==> config.mk <==
export PLATFORM = sky130hd
export DESIGN_NAME = two_axis_homing_sequencer
export DESIGN_NICKNAME = d
export VERILOG_FILES = /design/src/hmseq_pkg.sv /design/src/hmseq_step.sv /design/src/two_axis_homing_sequencer.sv
export SDC_FILE = /design/constraint.sdc
export NUM_CORES = 1
export LEC_CHECK = 0
export BUFFER_PORTS_ARGS = -buffer_cell sky130_fd_sc_hd__buf_4
export CAP_MARGIN = 20
export CORE_UTILIZATION = 55
export CTS_CLUSTER_DIAMETER = 100
export CTS_CLUSTER_SIZE = 8
export DETAILED_ROUTE_END_ITERATION = 7
export GPL_TIMING_DRIVEN = 0
export MAX_ROUTING_LAYER = met4
export PLACE_DENSITY = 0.73
export SETUP_SLACK_MARGIN = 0.5
export SYNTH_ARGS = -nofsm -noshare
export SYNTH_HDL_FRONTEND = slang
export SYNTH_SLANG_ARGS = --single-unit
==> constraint.sdc <==
create_clock -name i_clk -period 4.7 [get_ports i_clk]
set_input_delay 0.47 -clock i_clk [delete_from_list [all_inputs] [get_ports i_clk]]
set_output_delay 0.47 -clock i_clk [all_outputs]
set_load 0.02 [all_outputs]
==> src/hmseq_pkg.sv <==
package hmseq_pkg;

    // Command codes carried in the mode field.
    localparam logic [1:0] MODE_TICK  = 2'd0;
    localparam logic [1:0] MODE_START = 2'd1;
    localparam logic [1:0] MODE_ABORT = 2'd2;

    // Homing phase codes, also reported in the phase field.
    localparam logic [2:0] PH_IDLE  = 3'd0;
    localparam logic [2:0] PH_XFAST = 3'd1;
    localparam logic [2:0] PH_XBACK = 3'd2;
    localparam logic [2:0] PH_XZERO = 3'd3;
    localparam logic [2:0] PH_YFAST = 3'd4;
    localparam logic [2:0] PH_YBACK = 3'd5;
    localparam logic [2:0] PH_YZERO = 3'd6;
    localparam logic [2:0] PH_DONE  = 3'd7;

    // Configuration register indexes.
    localparam logic [1:0] CFG_FAST_PERIOD    = 2'd0;
    localparam logic [1:0] CFG_BACKOFF_PERIOD = 2'd1;
    localparam logic [1:0] CFG_TIMEOUT        = 2'd2;

    // Configuration reset values.
    localparam logic [7:0]  FAST_PERIOD_RST    = 8'd1;
    localparam logic [7:0]  BACKOFF_PERIOD_RST = 8'd8;
    localparam logic [15:0] TIMEOUT_RST        = 16'd30000;

    // Saturation value of the since-pulse counter.
    localparam logic [15:0] SINCE_PULSE_MAX = 16'hFFFF;

    typedef struct packed {
        logic [1:0] mode;
        logic       x_alarm;
        logic       y_alarm;
        logic       motion_busy;
    } t_hs_in;

    typedef struct packed {
        logic       pulse_x;
        logic       pulse_y;
        logic       pulse_dir;
        logic       clear_alarm_x;
        logic       clear_alarm_y;
        logic       zero_x;
        logic       zero_y;
        logic       done_res;
        logic       timed_out;
        logic [2:0] phase;
        logic       alarm_stop;
        logic [1:0] alarm_code;
    } t_hs_out;

    typedef struct packed {
        logic [7:0]  fast_period_ms;
        logic [7:0]  backoff_period_ms;
        logic [15:0] timeout_ms;
    } t_hs_cfg;

    typedef struct packed {
        logic [2:0]  home_phase;
        logic [15:0] elapsed_ms;
        logic [15:0] since_pulse_ms;
        logic [7:0]  current_period;
    } t_hs_state;

endpackage

==> src/hmseq_step.sv <==
module hmseq_step
    import hmseq_pkg::*;
(
    input  t_hs_in    i_item,
    input  t_hs_state i_state,
    input  t_hs_cfg   i_cfg,
    output t_hs_state o_state,
    output t_hs_out   o_res
);

    logic [15:0] since_inc;
    logic        due;
    logic        timeout_hit;

    // Saturating tick count since the last pulse, and the pulse-due check.
    assign since_inc = (i_state.since_pulse_ms != SINCE_PULSE_MAX) ?
                       i_state.since_pulse_ms + 16'd1 : i_state.since_pulse_ms;
    assign due = since_inc >= {8'd0, i_state.current_period};
    assign timeout_hit = (i_state.home_phase != PH_IDLE) &&
                         (i_state.elapsed_ms >= i_cfg.timeout_ms);

    // One step of the homing sequence for the item at hand.
    always_comb begin
        o_state = i_state;
        o_res   = '0;

        unique case (i_item.mode)
            MODE_START: begin
                if (!i_item.motion_busy) begin
                    o_state.home_phase     = PH_XFAST;
                    o_state.current_period = i_cfg.fast_period_ms;
                    o_state.elapsed_ms     = '0;
                end
            end
            MODE_ABORT: begin
                o_state.home_phase = PH_IDLE;
                o_state.elapsed_ms = '0;
            end
            MODE_TICK: begin
                o_state.since_pulse_ms = since_inc;
                if (timeout_hit) begin
                    o_state.home_phase = PH_IDLE;
                    o_state.elapsed_ms = '0;
                    o_res.done_res     = 1'b1;
                    o_res.timed_out    = 1'b1;
                end else begin
                    if (i_state.home_phase != PH_IDLE) begin
                        o_state.elapsed_ms = i_state.elapsed_ms + 16'd1;
                    end
                    unique case (i_state.home_phase)
                        PH_IDLE: begin
                        end
                        PH_XFAST: begin
                            if (i_item.x_alarm) begin
                                o_res.clear_alarm_x    = 1'b1;
                                o_state.home_phase     = PH_XBACK;
                                o_state.current_period = i_cfg.backoff_period_ms;
                            end else if (due) begin
                                o_state.since_pulse_ms = '0;
                                o_res.pulse_x          = 1'b1;
                            end
                        end
                        PH_XBACK: begin
                            if (due) begin
                                o_state.since_pulse_ms = '0;
                                o_res.pulse_x          = 1'b1;
                                o_res.pulse_dir        = 1'b1;
                                o_state.home_phase     = PH_XZERO;
                            end
                        end
                        PH_XZERO: begin
                            o_res.zero_x           = 1'b1;
                            o_state.home_phase     = PH_YFAST;
                            o_state.current_period = i_cfg.fast_period_ms;
                        end
                        PH_YFAST: begin
                            if (i_item.y_alarm) begin
                                o_res.clear_alarm_y    = 1'b1;
                                o_state.home_phase     = PH_YBACK;
                                o_state.current_period = i_cfg.backoff_period_ms;
                            end else if (due) begin
                                o_state.since_pulse_ms = '0;
                                o_res.pulse_y          = 1'b1;
                            end
                        end
                        PH_YBACK: begin
                            if (due) begin
                                o_state.since_pulse_ms = '0;
                                o_res.pulse_y          = 1'b1;
                                o_res.pulse_dir        = 1'b1;
                                o_state.home_phase     = PH_YZERO;
                            end
                        end
                        PH_YZERO: begin
                            // Both axes are zeroed at the end of the Y pass.
                            o_res.zero_x       = 1'b1;
                            o_res.zero_y       = 1'b1;
                            o_state.home_phase = PH_DONE;
                        end
                        PH_DONE: begin
                            o_state.home_phase = PH_IDLE;
                            o_state.elapsed_ms = '0;
                            o_res.done_res     = 1'b1;
                        end
                        default: begin
                        end
                    endcase
                end
            end
            default: begin
            end
        endcase

        // Status fields follow the phase after the item.
        o_res.phase      = o_state.home_phase;
        o_res.alarm_stop = (o_state.home_phase == PH_IDLE) &&
                           (i_item.x_alarm || i_item.y_alarm);
        o_res.alarm_code = {i_item.y_alarm, i_item.x_alarm};
    end

endmodule

==> src/two_axis_homing_sequencer.sv <==
// An item passes from the input register through the one-pass step logic into
// the result register. One item per cycle while the output is ready; each
// register holds one item, and a stalled output holds both.
// Reset is synchronous and active low: it empties both registers, returns
// the sequence to idle and loads the configuration defaults.
module two_axis_homing_sequencer
    import hmseq_pkg::*;
(
    input  logic        i_clk,
    input  logic        i_rst_n,
    input  logic        i_in_valid,
    output logic        o_in_ready,
    input  t_hs_in      i_in_data,
    output logic        o_out_valid,
    input  logic        i_out_ready,
    output t_hs_out     o_out_data,
    input  logic        i_cfg_we,
    input  logic [1:0]  i_cfg_idx,
    input  logic [15:0] i_cfg_data
);

    logic      r_in_valid;
    t_hs_in    r_in;
    logic      r_out_valid;
    t_hs_out   r_out;
    t_hs_state r_state;
    t_hs_cfg   r_cfg;

    t_hs_state n_state;
    t_hs_out   n_out;
    logic      advance;

    // The step runs when the input register holds an item and the result
    // register is free or being emptied by an output transfer.
    assign advance    = r_in_valid && (!r_out_valid || i_out_ready);
    assign o_in_ready = !r_in_valid || advance;

    hmseq_step u_step (
        .i_item  (r_in),
        .i_state (r_state),
        .i_cfg   (r_cfg),
        .o_state (n_state),
        .o_res   (n_out)
    );

    // Input register.
    always_ff @(posedge i_clk) begin
        if (!i_rst_n) begin
            r_in_valid <= 1'b0;
        end else if (o_in_ready) begin
            r_in_valid <= i_in_valid;
        end
        if (o_in_ready && i_in_valid) begin
            r_in <= i_in_data;
        end
    end

    // Result register and sequencer state.
    always_ff @(posedge i_clk) begin
        if (!i_rst_n) begin
            r_out_valid <= 1'b0;
            r_state     <= '{home_phase: PH_IDLE, elapsed_ms: '0,
                             since_pulse_ms: SINCE_PULSE_MAX, current_period: '0};
        end else begin
            if (advance) begin
                r_out_valid <= 1'b1;
                r_state     <= n_state;
            end else if (i_out_ready) begin
                r_out_valid <= 1'b0;
            end
        end
        if (advance) begin
            r_out <= n_out;
        end
    end

    // Configuration registers.
    always_ff @(posedge i_clk) begin
        if (!i_rst_n) begin
            r_cfg <= '{fast_period_ms: FAST_PERIOD_RST,
                       backoff_period_ms: BACKOFF_PERIOD_RST,
                       timeout_ms: TIMEOUT_RST};
        end else if (i_cfg_we) begin
            unique case (i_cfg_idx)
                CFG_FAST_PERIOD:    r_cfg.fast_period_ms    <= i_cfg_data[7:0];
                CFG_BACKOFF_PERIOD: r_cfg.backoff_period_ms <= i_cfg_data[7:0];
                CFG_TIMEOUT:        r_cfg.timeout_ms        <= i_cfg_data;
                default: begin
                end
            endcase
        end
    end

    assign o_out_valid = r_out_valid;
    assign o_out_data  = r_out;

`ifndef SYNTHESIS
    // A timeout result always reports done as well.
    a_timeout_done: assert property (@(posedge i_clk) disable iff (!i_rst_n)
        (o_out_valid && o_out_data.timed_out) |-> o_out_data.done_res)
        else $error("timed_out without done_res");

    // Only one axis is stepped per item.
    a_one_axis: assert property (@(posedge i_clk) disable iff (!i_rst_n)
        o_out_valid |-> !(o_out_data.pulse_x && o_out_data.pulse_y))
        else $error("both axes pulsed");

    // The alarm stop is suppressed whenever homing is in progress.
    a_stop_idle: assert property (@(posedge i_clk) disable iff (!i_rst_n)
        (o_out_valid && o_out_data.alarm_stop) |-> (o_out_data.phase == PH_IDLE))
        else $error("alarm_stop while homing");

    // The elapsed counter only runs during a sequence.
    a_idle_elapsed: assert property (@(posedge i_clk) disable iff (!i_rst_n)
        (r_state.home_phase == PH_IDLE) |-> (r_state.elapsed_ms == '0))
        else $error("elapsed time nonzero while idle");
`endif

endmodule

# --- After elaboration in Yosys (flattened, before gate mapping) ---
# Index checks and enable logic that the tools add are counted.
op_classes:
  add_sub_neg: 2
  magnitude_cmp: 2
  eq_ne: 18
  mux: 37
  bitwise: 3
  n_reduce_logical: 27
op_table:
  columns: ["op", "n"]
  rows:
  - ["16-bit 2-to-1 mux", 6]
  - ["19-bit one-hot mux with 3 select lines", 1]
  - ["16-bit one-hot mux with 3 select lines", 1]
  - ["19-bit 2-to-1 mux", 2]
  - ["16-bit by 1-bit adder with 16-bit output (second input constant)", 2]
  - ["24-bit 2-to-1 mux", 1]
  - ["8-bit 2-to-1 mux", 3]
  - ["8-bit one-hot mux with 3 select lines", 1]
  - ["3-bit one-hot mux with 7 select lines", 1]
  - ["16-bit greater-or-equal comparator", 1]
  - ["16-bit by 8-bit greater-or-equal comparator with 1-bit output", 1]
  - ["16-bit != test (second input constant)", 1]
  - ["8-bit one-hot mux with 2 select lines", 1]
  - ["3-bit == test (second input constant)", 4]
  - ["1-bit 2-to-1 mux", 12]
  - ["3-bit 2-to-1 mux", 4]
  - ["2-bit AND reduction", 4]
  - ["7-bit AND reduction", 1]
  - ["3-bit by 2-bit == test with 1-bit output (second input constant)", 2]
  - ["3-bit != test (second input constant)", 2]
  - ["1-bit one-hot mux with 2 select lines", 3]
  - ["3-bit nonzero test", 2]
  - ["2-bit OR reduction", 3]
  - ["3-bit OR reduction", 2]
  - ["15 further kinds", 28]
word_totals:
  regBits: 97
  in_bits: 28
  out_inout_bits: 17
  wordCells: 114

# --- Logic depth before layout (Yosys ltp) ---
# Gate-level depths: netlist (run 1).
logic_depth:
  ltp_word: 9
  depth_mapped: 18
  depth_no_buf: 16

# --- Hierarchy ---
# A second synthesis (run 1) with hierarchy kept.
unflattened:
  hier_cells: 743
  area_unflattened_um2: 6033.3
modules_own_cells:
  columns: ["mod", "n_inst", "cells_per_inst", "area_each_um2", "seq_area_each_um2"]
  rows:
  - ["two_axis_homing_sequencer", 1, 348, 3569.7, 2142.1]
  - ["hmseq_step", 1, 395, 2463.6, 0.0]

# --- Least setup slack after synthesis (run 1) ---
# Ideal clock, no wire load.
synth_path:
  path_kind: "register to register"
  startpoint: "register r_state[8] in the netlist's numbering"
  endpoint: "register r_state[19] in the netlist's numbering"
  setup_time_ps: 82
  arrival_ps: 3731
  required_time_ps: 4618
  slack_ps: 887
  path_stages_with_launch: 17
  n_path_buf: 1
  period_less_slack_ps: 3813
  cell_sequence: "dfxtp_1 -> ha_1 -> nand3_1 -> nor4_4 -> nand2b_1 -> clkbuf_1 -> nand4_1 -> xnor2_1 -> ha_1 -> or4_1 -> a21oi_1 -> o31a_1 -> o211ai_1 -> nor4_4 -> nor3b_2 -> or4_1 -> o2111ai_1"
synth_between:
  elab_chain_len: 7
  word_cells_on_any_way: 9
  cone_classes: "add/sub: 1; order compare: 1; eq/ne: 1; mux: 6"
synth_lines:
  columns: ["item", "line", "text"]
  rows:
  - ["start, declared", "two_axis_homing_sequencer.sv:26", "t_hs_state r_state;"]
  - ["start signal, assigned", "two_axis_homing_sequencer.sv:62", "r_state <= '{home_phase: PH_IDLE, elapsed_ms: '0,"]
  - ["start signal, assigned", "two_axis_homing_sequencer.sv:67", "r_state <= n_state;"]
  - ["16-bit by 1-bit adder with 16-bit output / 16-bit != test (equally long branches)", "hmseq_step.sv:17, hmseq_step.sv:16", null]
  - ["16-bit 2-to-1 mux *", "hmseq_step.sv:16", "assign since_inc = (i_state.since_pulse_ms != SINCE_PULSE_MAX) ?"]
  - ["16-bit by 8-bit greater-or-equal comparator with 1-bit output", "hmseq_step.sv:18", "assign due = since_inc >= {8'd0, i_state.current_period};"]
  - ["16-bit 2-to-1 mux", null, null]
  - ["16-bit 2-to-1 mux (on tied branches)", "hmseq_step.sv:77, hmseq_step.sv:54", null]
  - ["16-bit one-hot mux with 3 select lines", "hmseq_step.sv:50", "unique case (i_state.home_phase)"]
  - ["24-bit 2-to-1 mux *", "hmseq_step.sv:41", "if (timeout_hit) begin"]
# Every way passes the cells marked *; elsewhere a longest branch is shown, timed or not. The select of a mux whose other input is x is not followed.
# A chain may end at the register's enable or synchronous reset.

# --- Worst setup path after layout (run 1) ---
layout_path:
  startpoint: "register r_state[21] in the netlist's numbering"
  endpoint: "register r_state[19] in the netlist's numbering"
# Same word-level chain as after synthesis.

==> impl_metrics.tcl, run 1 <==
set metrics [dict create \
    status "finished, violations left" \
    violations "design-rule violations" \
    hold_viol_final 0 \
    cts_tree "yes" \
    synth_area_leader_cell "dfxtp_1" \
    htreeDepth 3 \
    required_ps 5000 \
    cp-start-kind "flop" \
    p_int_w 0.00119 \
    ys.flop_type "dfxtp_1" \
    final_cell_mix "75 x dfxtp_1, 71 x nand2_1, 55 x buf_4" \
    wl_per_cell_um 15.6 \
    rsz0062_at_grt "false" \
    routed_wl_um 11800 \
    power.density_nw_per_um2 286 \
    clock-sinks 97 \
    fillers 758 \
    grt_overflow 0 \
    dpl.hpwl_um 8440 \
    grt_pass1_wl_um 19200 \
    layout.nets 696 \
    syn_area_per_cell_um2 8.85 \
    synth_top_area_frac 0.302 \
    critPathCaptureType "flop" \
    drc_errors 4 \
    die_x_um 98.3 \
    p_sw_frac 0.287 \
    tns_ps 0 \
    hp-class "in2reg" \
    drt_iter0_drc 237 \
    yosys_warnings 0 \
    ir_worst_vdd_v 0.000220 \
    grt_max_degree 19 \
    cts_buffers 9 \
    clockBufferDepth 2 \
    grtUsageTotal 0.255 \
    fp.dieArea_um2 9660 \
    die_y_um 98.3 \
    r2r_start "r_state[21]" \
    portBuffers 44 \
    synth_area_um2 5100 \
    cts-root-buf "clkbuf_8" \
    drv_cap 0 \
    hold_depth 1 \
    timing_worst_setup_path_type "reg2reg" \
    diodes 0 \
    seqCellArea_um2 2150 \
    async_flop_share 0 \
    layout-drive-gt1-share 0.130 \
    layout_commonest_cell "dfxtp_1" \
    comb_power_share 0.174 \
    clock_power_share 0.293 \
    syn_inst 576 \
    setup_viol 0 \
    seq_power_share 0.533 \
    core_um2 8850 \
    ctsHoldBuffers 0 \
    timing.fmax_mhz 249 \
    cp_slowest_cell "or4_1" \
    synth_area_leaders "dfxtp_1 30%, edfxtp_1 12%, ha_1 6.4%" \
    insertion_delay_ps 370 \
    grt_pass1_vias 3978 \
    syn_to_final_growth_pct 14.7 \
    ff2ff_path_depth 16 \
    ant_nets 0 \
    crit_arrival_ps 4310 \
    worstMarginPinSlew_ps 934 \
    crit_path_max_fanout 8 \
    p_total_w 0.00167 \
    yosysUniqueCellTypes 58 \
    slew_violations 0 \
    slowest_delay_ps 490 \
    drt-pass1-iter-count 8 \
    slew_headroom 0.376 \
    p_sw_w 0.000480 \
    syn_nets 630 \
    skew_ps 14.2 \
    rrSetupSlack_ps 690 \
    gp_congestion 0.875 \
    min_period_ps 4010 \
    io-pin-count 45 \
    leakage_nw 2.44 \
    fin_crit_sh 0.853 \
    antenna_found_initial 0 \
    clk_pin_slew_ps 100 \
    ys_seq_area_frac 0.420 \
    synth-seq-cells 97 \
    row_count 34 \
    worstHoldStart "i_in_data[4]" \
    worstPathCellList "clkbuf_1, nand4_1, nand2b_1, buf_2, nand4_1, xnor2_1, ha_1, or4_1, a21oi_1, o31a_1, o211ai_1, nor4_4, buf_4, nor3b_4, or4_1, o2111ai_1" \
    synth_edf_count 20 \
    holdPathEnd "r_in[4]" \
    r2r-end "r_state[19]" \
    num_vias 4460 \
    start_util 0.576 \
    multiInputGateArea_um2 2760 \
    viasPerCell 5.92 \
]
==> cell type report <==
class                      instances  area share
multi-input combinational        418       0.472
sequential                        97       0.367
timing repair buffer              55      0.0706
tap                              108      0.0231
clock buffer                      10      0.0218
inverter                          33      0.0212
buffer                            28      0.0184
clock inverter                     5     0.00556
==> stage by stage <==
step	worst slack, ps	utilization	hold slack [ps]	cells	area, um^2
3_5_place_dp	83.0	0.629	460	728	5560
4_1_cts	527	0.650	260	746	5760
2_1_floorplan	887	-	443	576	5100
3_3_place_gp	206	0.629	453	728	5560
6_report	691	0.661	267	754	5850
5_1_grt	437	0.661	255	754	5850
==> cells in the mapped netlist, types with 3 or more instances <==
cell and n:
dfxtp_1 77, nand2_1 71, nor2_1 40, inv_1 33
o21ai_0 33, clkbuf_1 27, ha_1 26, a21oi_1 22
edfxtp_1 20, nand3_1 20, nor2b_1 20, mux2i_1 17
xor2_1 15, a21boi_0 14, o211ai_1 14, nor3_1 13
nand4_1 11, a221oi_1 9, nand2b_1 8, and3_1 7
xnor2_1 7, nand3b_1 6, o21a_1 6, a21o_1 5
and2_1 4, nor4_1 4, o311ai_0 4, a31oi_1 3
o31ai_1 3, or3_1 3, or4_1 3
==> routing by layer <==
layer  up-vias  wire [um]  global-route usage
li1       2197          -                   -
met1      2108       5590               0.347
met2       134       5340               0.389
met3        21        643              0.0351
met4         0        227              0.0896
met5         -          0                   -
==> power groups by stage <==
stage / Clock, W / Sequential [W] / Combinational [W]
floorplan: 0 / 0.000914 / 0.000186
global placement: 0 / 0.000910 / 0.000263
detailed placement: 0 / 0.000910 / 0.000272
CTS: 0.000497 / 0.000891 / 0.000276
global route: 0.000530 / 0.000895 / 0.000325
finish: 0.000489 / 0.000892 / 0.000291
==> kinds of logic (layout without fill, tap and decap cells) <==
kind of cell | count (synthesis) | in the layout | share of synthesized area
buf+inv | 61 | 131 | 0.0449
mux | 18 | 18 | 0.0356
xor+xnor | 22 | 22 | 0.0378
compound gates | 133 | 133 | 0.176
fa+ha+maj | 26 | 26 | 0.0638
simple gates | 219 | 219 | 0.221
flops | 97 | 97 | 0.420
==> worst max-delay path by stage <==
stage,start,end,cells past startpoint
global route,r_state[17],o_out_data[2],16
CTS,r_state[8],o_out_data[2],17
global placement,r_state[8],r_state[17],16
detailed placement,r_state[8],r_state[16],16
floorplan,r_state[8],r_state[19],16
finish,r_state[21],r_state[19],16
==> flip-flops by register name, indices dropped and copies added (netlist names) <==
| register | cells |
|---|---|
| r_state | 43 |
| o_out_data | 15 |
| r_cfg | 32 |
| r_in | 5 |
| r_in_valid | 1 |
| o_out_valid | 1 |
==> worst max-delay path: cells and delay by family, from the launching register on <==
kind	cells	cell delay, ps
buffers and inverters	3	640
DFF	1	320
and+or+nand+nor	7	2040
adders and majority gates	1	230
AOI/OAI and AO/OA	4	620
xor gates and xnor gates	1	90
==> repair_timing <==
item,in CTS,in global routing
pin swaps,2,4
endpoints found under the hold margin,0,0
resized for setup,2,12
endpoints found under the setup margin,22,23
setup buffers,3,8
(Power assumes the default switching activity.)
==> inputs of run 2 (changes only) <==
ABC_CLOCK_PERIOD_IN_PS = 4700   (was unset)
PLACE_DENSITY = unset   (was 0.73)
PLACE_DENSITY_LB_ADDON = 0.12   (was unset)
==> impl_metrics.tcl, run 2 (synthesis gave the netlist of run 1 again) <==
set metrics [dict create \
    grt_max_degree 19 \
    worstMarginPinSlew_ps 930 \
    detailedPlace.worstSlack_ps 104 \
    grt_pass1_wl_um 20100 \
    crit_path_max_fanout 8 \
    portBuffers 44 \
    seqCellArea_um2 2150 \
    viasPerCell 5.87 \
    grtUsageTotal 0.270 \
    violations "design-rule violations" \
    largest-register "r_state" \
    tns_ps 0 \
    slew_headroom 0.378 \
    grt_overflow 0 \
    clockBufferDepth 2 \
    row_count 34 \
    die_y_um 98.3 \
    cp-start-kind "flop" \
    setup_viol 0 \
    worstPathCellList "clkbuf_1, nand4_1, nand2b_1, clkbuf_2, nand4_1, xnor2_1, ha_1, or4_1, a21oi_1, o31a_1, o211ai_1, nor4_4, buf_4, a211oi_1, a21o_1, nor4_2" \
    top_usage_layer "met2" \
    crit_top_cell "nand4_1" \
    fin_util 0.661 \
    final_cell_mix "75 x dfxtp_1, 71 x nand2_1, 50 x buf_4" \
    clock-sinks 97 \
    drt-pass1-iter-count 7 \
    globalRouteMet1Util 0.368 \
    ir_worst_vdd_v 0.000190 \
    use_met3 0.0315 \
    layout_commonest_cell "dfxtp_1" \
    hold_viol_final 0 \
    skew_ps 17.4 \
    rsz0062_at_grt "false" \
    largest_register_ffs 43 \
    grt_pass1_vias 4115 \
    slowest_delay_ps 460 \
    hp-class "in2reg" \
    htreeDepth 3 \
    layout.nets 691 \
    timing_worst_setup_path_type "reg2reg" \
    cts-root-buf "clkbuf_8" \
    syn_to_final_growth_pct 14.8 \
    dpl.hpwl_um 8840 \
    drv_cap 0 \
    leakage_nw 2.44 \
    cts_tree "yes" \
    insertion_delay_ps 370 \
    num_vias 4405 \
    timing.fmax_mhz 253 \
    rrSetupSlack_ps 750 \
    ant_nets 0 \
    diodes 0 \
    ctsHoldBuffers 0 \
    clk_pin_slew_ps 100 \
    status "finished, violations left" \
    io-pin-count 45 \
    required_ps 4900 \
    gp_congestion 0.894 \
    fin_crit_sh 0.841 \
    cts_buffers 9 \
    drt_iter0_drc 265 \
    fp.dieArea_um2 9660 \
    fillers 756 \
    power.density_nw_per_um2 301 \
    min_period_ps 3950 \
    antenna_found_initial 0 \
    worst_slack_ps 747 \
    slew_violations 0 \
    start_util 0.576 \
    critPathCaptureType "flop" \
    core_um2 8850 \
    layout-drive-gt1-share 0.123 \
    die_x_um 98.3 \
    wl_per_cell_um 16.1 \
    fin_cells 750 \
    routed_wl_um 12100 \
    crit_arrival_ps 4150 \
    dp.cells 728 \
    grt_util_met2 0.421 \
    multiInputGateArea_um2 2760 \
    drc_errors 5 \
    cp_slowest_cell "or4_1" \
]
==> run 2: layout make-up <==
type,instances,share of cell area
buffer,28,0.0184
sequential,97,0.367
inverter,33,0.0212
multi-input combinational,418,0.471
clock inverter,4,0.00877
timing repair buffer,50,0.0641
tap,108,0.0231
clock buffer,12,0.0267
==> run 2: worst paths after layout <==
check               start       endpoint  cells past startpoint
max           r_state[21]  o_out_data[2]                     16
max reg2reg   r_state[21]  o_out_data[2]                     16
min reg2reg      r_cfg[1]       r_cfg[1]                      2
min          i_in_data[4]        r_in[4]                      1
==> run 2: report_power, final <==
group	total, W	switching, W	internal, W
sequential	0.000892	0.0000183	0.000874
combinational	0.000292	0.000168	0.000124
clock	0.000580	0.000301	0.000279
==> run 2: per-stage QoR <==
| stage | area, um^2 | hold slack (ps) | total power, W |
|---|---|---|---|
| final | 5850 | 271 | 0.00176 |
| after floorplan | 5100 | 443 | 0.00110 |
| after global placement | 5560 | 453 | 0.00118 |
| after detailed placement | 5560 | 459 | 0.00119 |
| after global routing | 5850 | 274 | 0.00183 |
| after CTS | 5810 | 272 | 0.00175 |
==> run 2: worst max-delay path: cells and delay by family (launching register included) <==
kind	cells	cell delay (ps)
xor gates and xnor gates	1	100
and+or+nand+nor	6	1590
AOI/OAI and AO/OA	5	870
adders and majority gates	1	230
buffers and inverters	3	660
DFF	1	320
==> run 2: metal layers <==
metal  part of all wire  up-vias
met4              0.015        0
met5                  0        -
met3              0.050       16
li1                   -     2182
met1               0.48     2069
met2               0.45      138
==> run 2: timing repair <==
item	4_1_cts	5_1_grt
setup buffers	4	2
pin swaps	3	3
setup endpoints to repair	20	24
cloned	0	0
resized for setup	2	12
==> inputs of run 3 (changes only) <==
ABC_CLOCK_PERIOD_IN_PS = 3400   (was 4700)
CORE_UTILIZATION = 54   (was 55)
clock period = 3.4 ns   (was 4.7 ns; I/O delays follow)
==> impl_metrics.tcl, run 3 (synthesis gave the netlist of run 1 again) <==
set metrics [dict create \
    worst_hold_slack_ps 144 \
    row_count 35 \
    ir_worst_vdd_v 0.000213 \
    drv_cap 0 \
    cp-start-kind "flop" \
    dp.cells 731 \
    tns_ps -4810 \
    timing_worst_setup_path_type "reg2reg" \
    clock-sinks 97 \
    layout.nets 714 \
    crit_path_max_fanout 6 \
    critPathCaptureType "flop" \
    dpl.hpwl_um 8800 \
    io-pin-count 45 \
    drc_errors 0 \
    rrSetupSlack_ps -370 \
    layout-drive-gt1-share 0.221 \
    gp_congestion 0.903 \
    power.density_nw_per_um2 390 \
    crit_arrival_ps 4060 \
    grt_overflow 0 \
    leakage_nw 2.60 \
    num_vias 4586 \
    cts_buffers 9 \
    worstPathCellList "nand2_1, nor4_4, nand2b_1, clkbuf_8, nand4_1, xnor2_2, ha_2, or4_4, a21oi_2, o31a_1, o211ai_1, nor4_4, buf_6, nor3b_4, buf_4, or4_4, o2111ai_2" \
    ant_nets 0 \
    htreeDepth 3 \
    cts-root-buf "clkbuf_8" \
    slew_violations 0 \
    hold_depth 1 \
    ctsHoldBuffers 0 \
    ff2ff_path_depth 17 \
    die_x_um 99.1 \
    r2r_start "r_state[13]" \
    wl_per_cell_um 16.5 \
    antenna_found_initial 0 \
    largest-register "r_state" \
    worst_slack_ps -365 \
    portBuffers 44 \
    rsz0062_at_grt "true" \
    grt_pass1_wl_um 20100 \
    fin_crit_sh 1.11 \
    clockBufferDepth 2 \
    clk_pin_slew_ps 110 \
    skew_ps 18.6 \
    die_y_um 99.1 \
    holdPathEnd "r_in[1]" \
    fin_cells 776 \
    min_period_ps 3770 \
    grt_max_degree 19 \
    violations "negative setup slack" \
    drt_iter0_drc 135 \
    cts_tree "yes" \
    final_cell_mix "71 x nand2_1, 70 x buf_4, 65 x dfxtp_1" \
    fin_util 0.684 \
    start_util 0.554 \
    worstHoldStart "i_in_data[1]" \
    r2r-end "r_state[19]" \
    slowest_delay_ps 480 \
    drt-pass1-iter-count 5 \
    core_um2 9200 \
    worstMarginPinSlew_ps 823 \
    fp.dieArea_um2 9830 \
    required_ps 3700 \
    diodes 0 \
    syn_to_final_growth_pct 23.3 \
    detailedPlace.worstSlack_ps -597 \
    insertion_delay_ps 370 \
    grt_pass1_vias 4224 \
    slew_headroom 0.447 \
    hold_viol_final 0 \
    layout_commonest_cell "nand2_1" \
    timing.fmax_mhz 266 \
    viasPerCell 5.91 \
    cp_slowest_cell "or4_4" \
    setup_viol 24 \
    largest_register_ffs 43 \
    grtUsageTotal 0.263 \
    status "finished, violations left" \
    hp-class "in2reg" \
    routed_wl_um 12800 \
]
[run 3: worst max path at each step]
stage | from | to | slack, ps
2_1_floorplan | r_state[14] | r_state[19] | -60
3_3_place_gp | r_state[12] | r_state[19] | -580
3_5_place_dp | r_state[12] | o_out_data[2] | -600
4_1_cts | r_state[8] | r_state[19] | -280
5_1_grt | r_state[13] | r_state[19] | -480
6_report | r_state[13] | r_state[19] | -370
[run 3: worst max-delay path, delay by kind of cell, from the launching register on]
kind	cells	cell delay (ps)
buffers and inverters	3	490
and+or+nand+nor	8	1950
DFF	1	410
adders and majority gates	1	200
xor gates and xnor gates	1	90
AOI/OAI and AO/OA	4	570
[run 3: layer usage]
layer | wire (um) | track usage | up-vias
li1 | - | - | 2223
met1 | 5530 | 0.336 | 2164
met2 | 6310 | 0.429 | 165
met3 | 662 | 0.0323 | 34
met4 | 290 | 0.103 | 0
met5 | 0 | - | -
[run 3: power breakdown]
part,leakage (nW),switching (W),internal [W]
Sequential,0.813,0.0000259,0.00121
Combinational,1.69,0.000264,0.000223
Clock,0.0940,0.000449,0.000282
Total,2.60,0.000739,0.00171
[run 3: repair_timing]
action	4_1_cts	5_1_grt
gates resized for setup	29	32
setup endpoints to repair	45	43
buffers inserted	20	8
gates cloned	0	1
pin swaps	16	8
[run 3: metrics by stage]
stage / power, W / area, um^2
4_1_cts: 0.00242 / 6070
5_1_grt: 0.00255 / 6290
6_report: 0.00245 / 6290
2_1_floorplan: 0.00153 / 5180
3_3_place_gp: 0.00164 / 5650
3_5_place_dp: 0.00165 / 5650
[run 3: area by class of cell]
type | count | area (um^2)
Clock inverter | 7 | 61.3
Timing Repair Buffer | 73 | 573
Inverter | 33 | 128
Tap cell | 111 | 139
Buffer | 28 | 133
Clock buffer | 9 | 124
Sequential cell | 97 | 2170
Fill cell | 722 | 2910
Multi-Input combinational cell | 418 | 2950
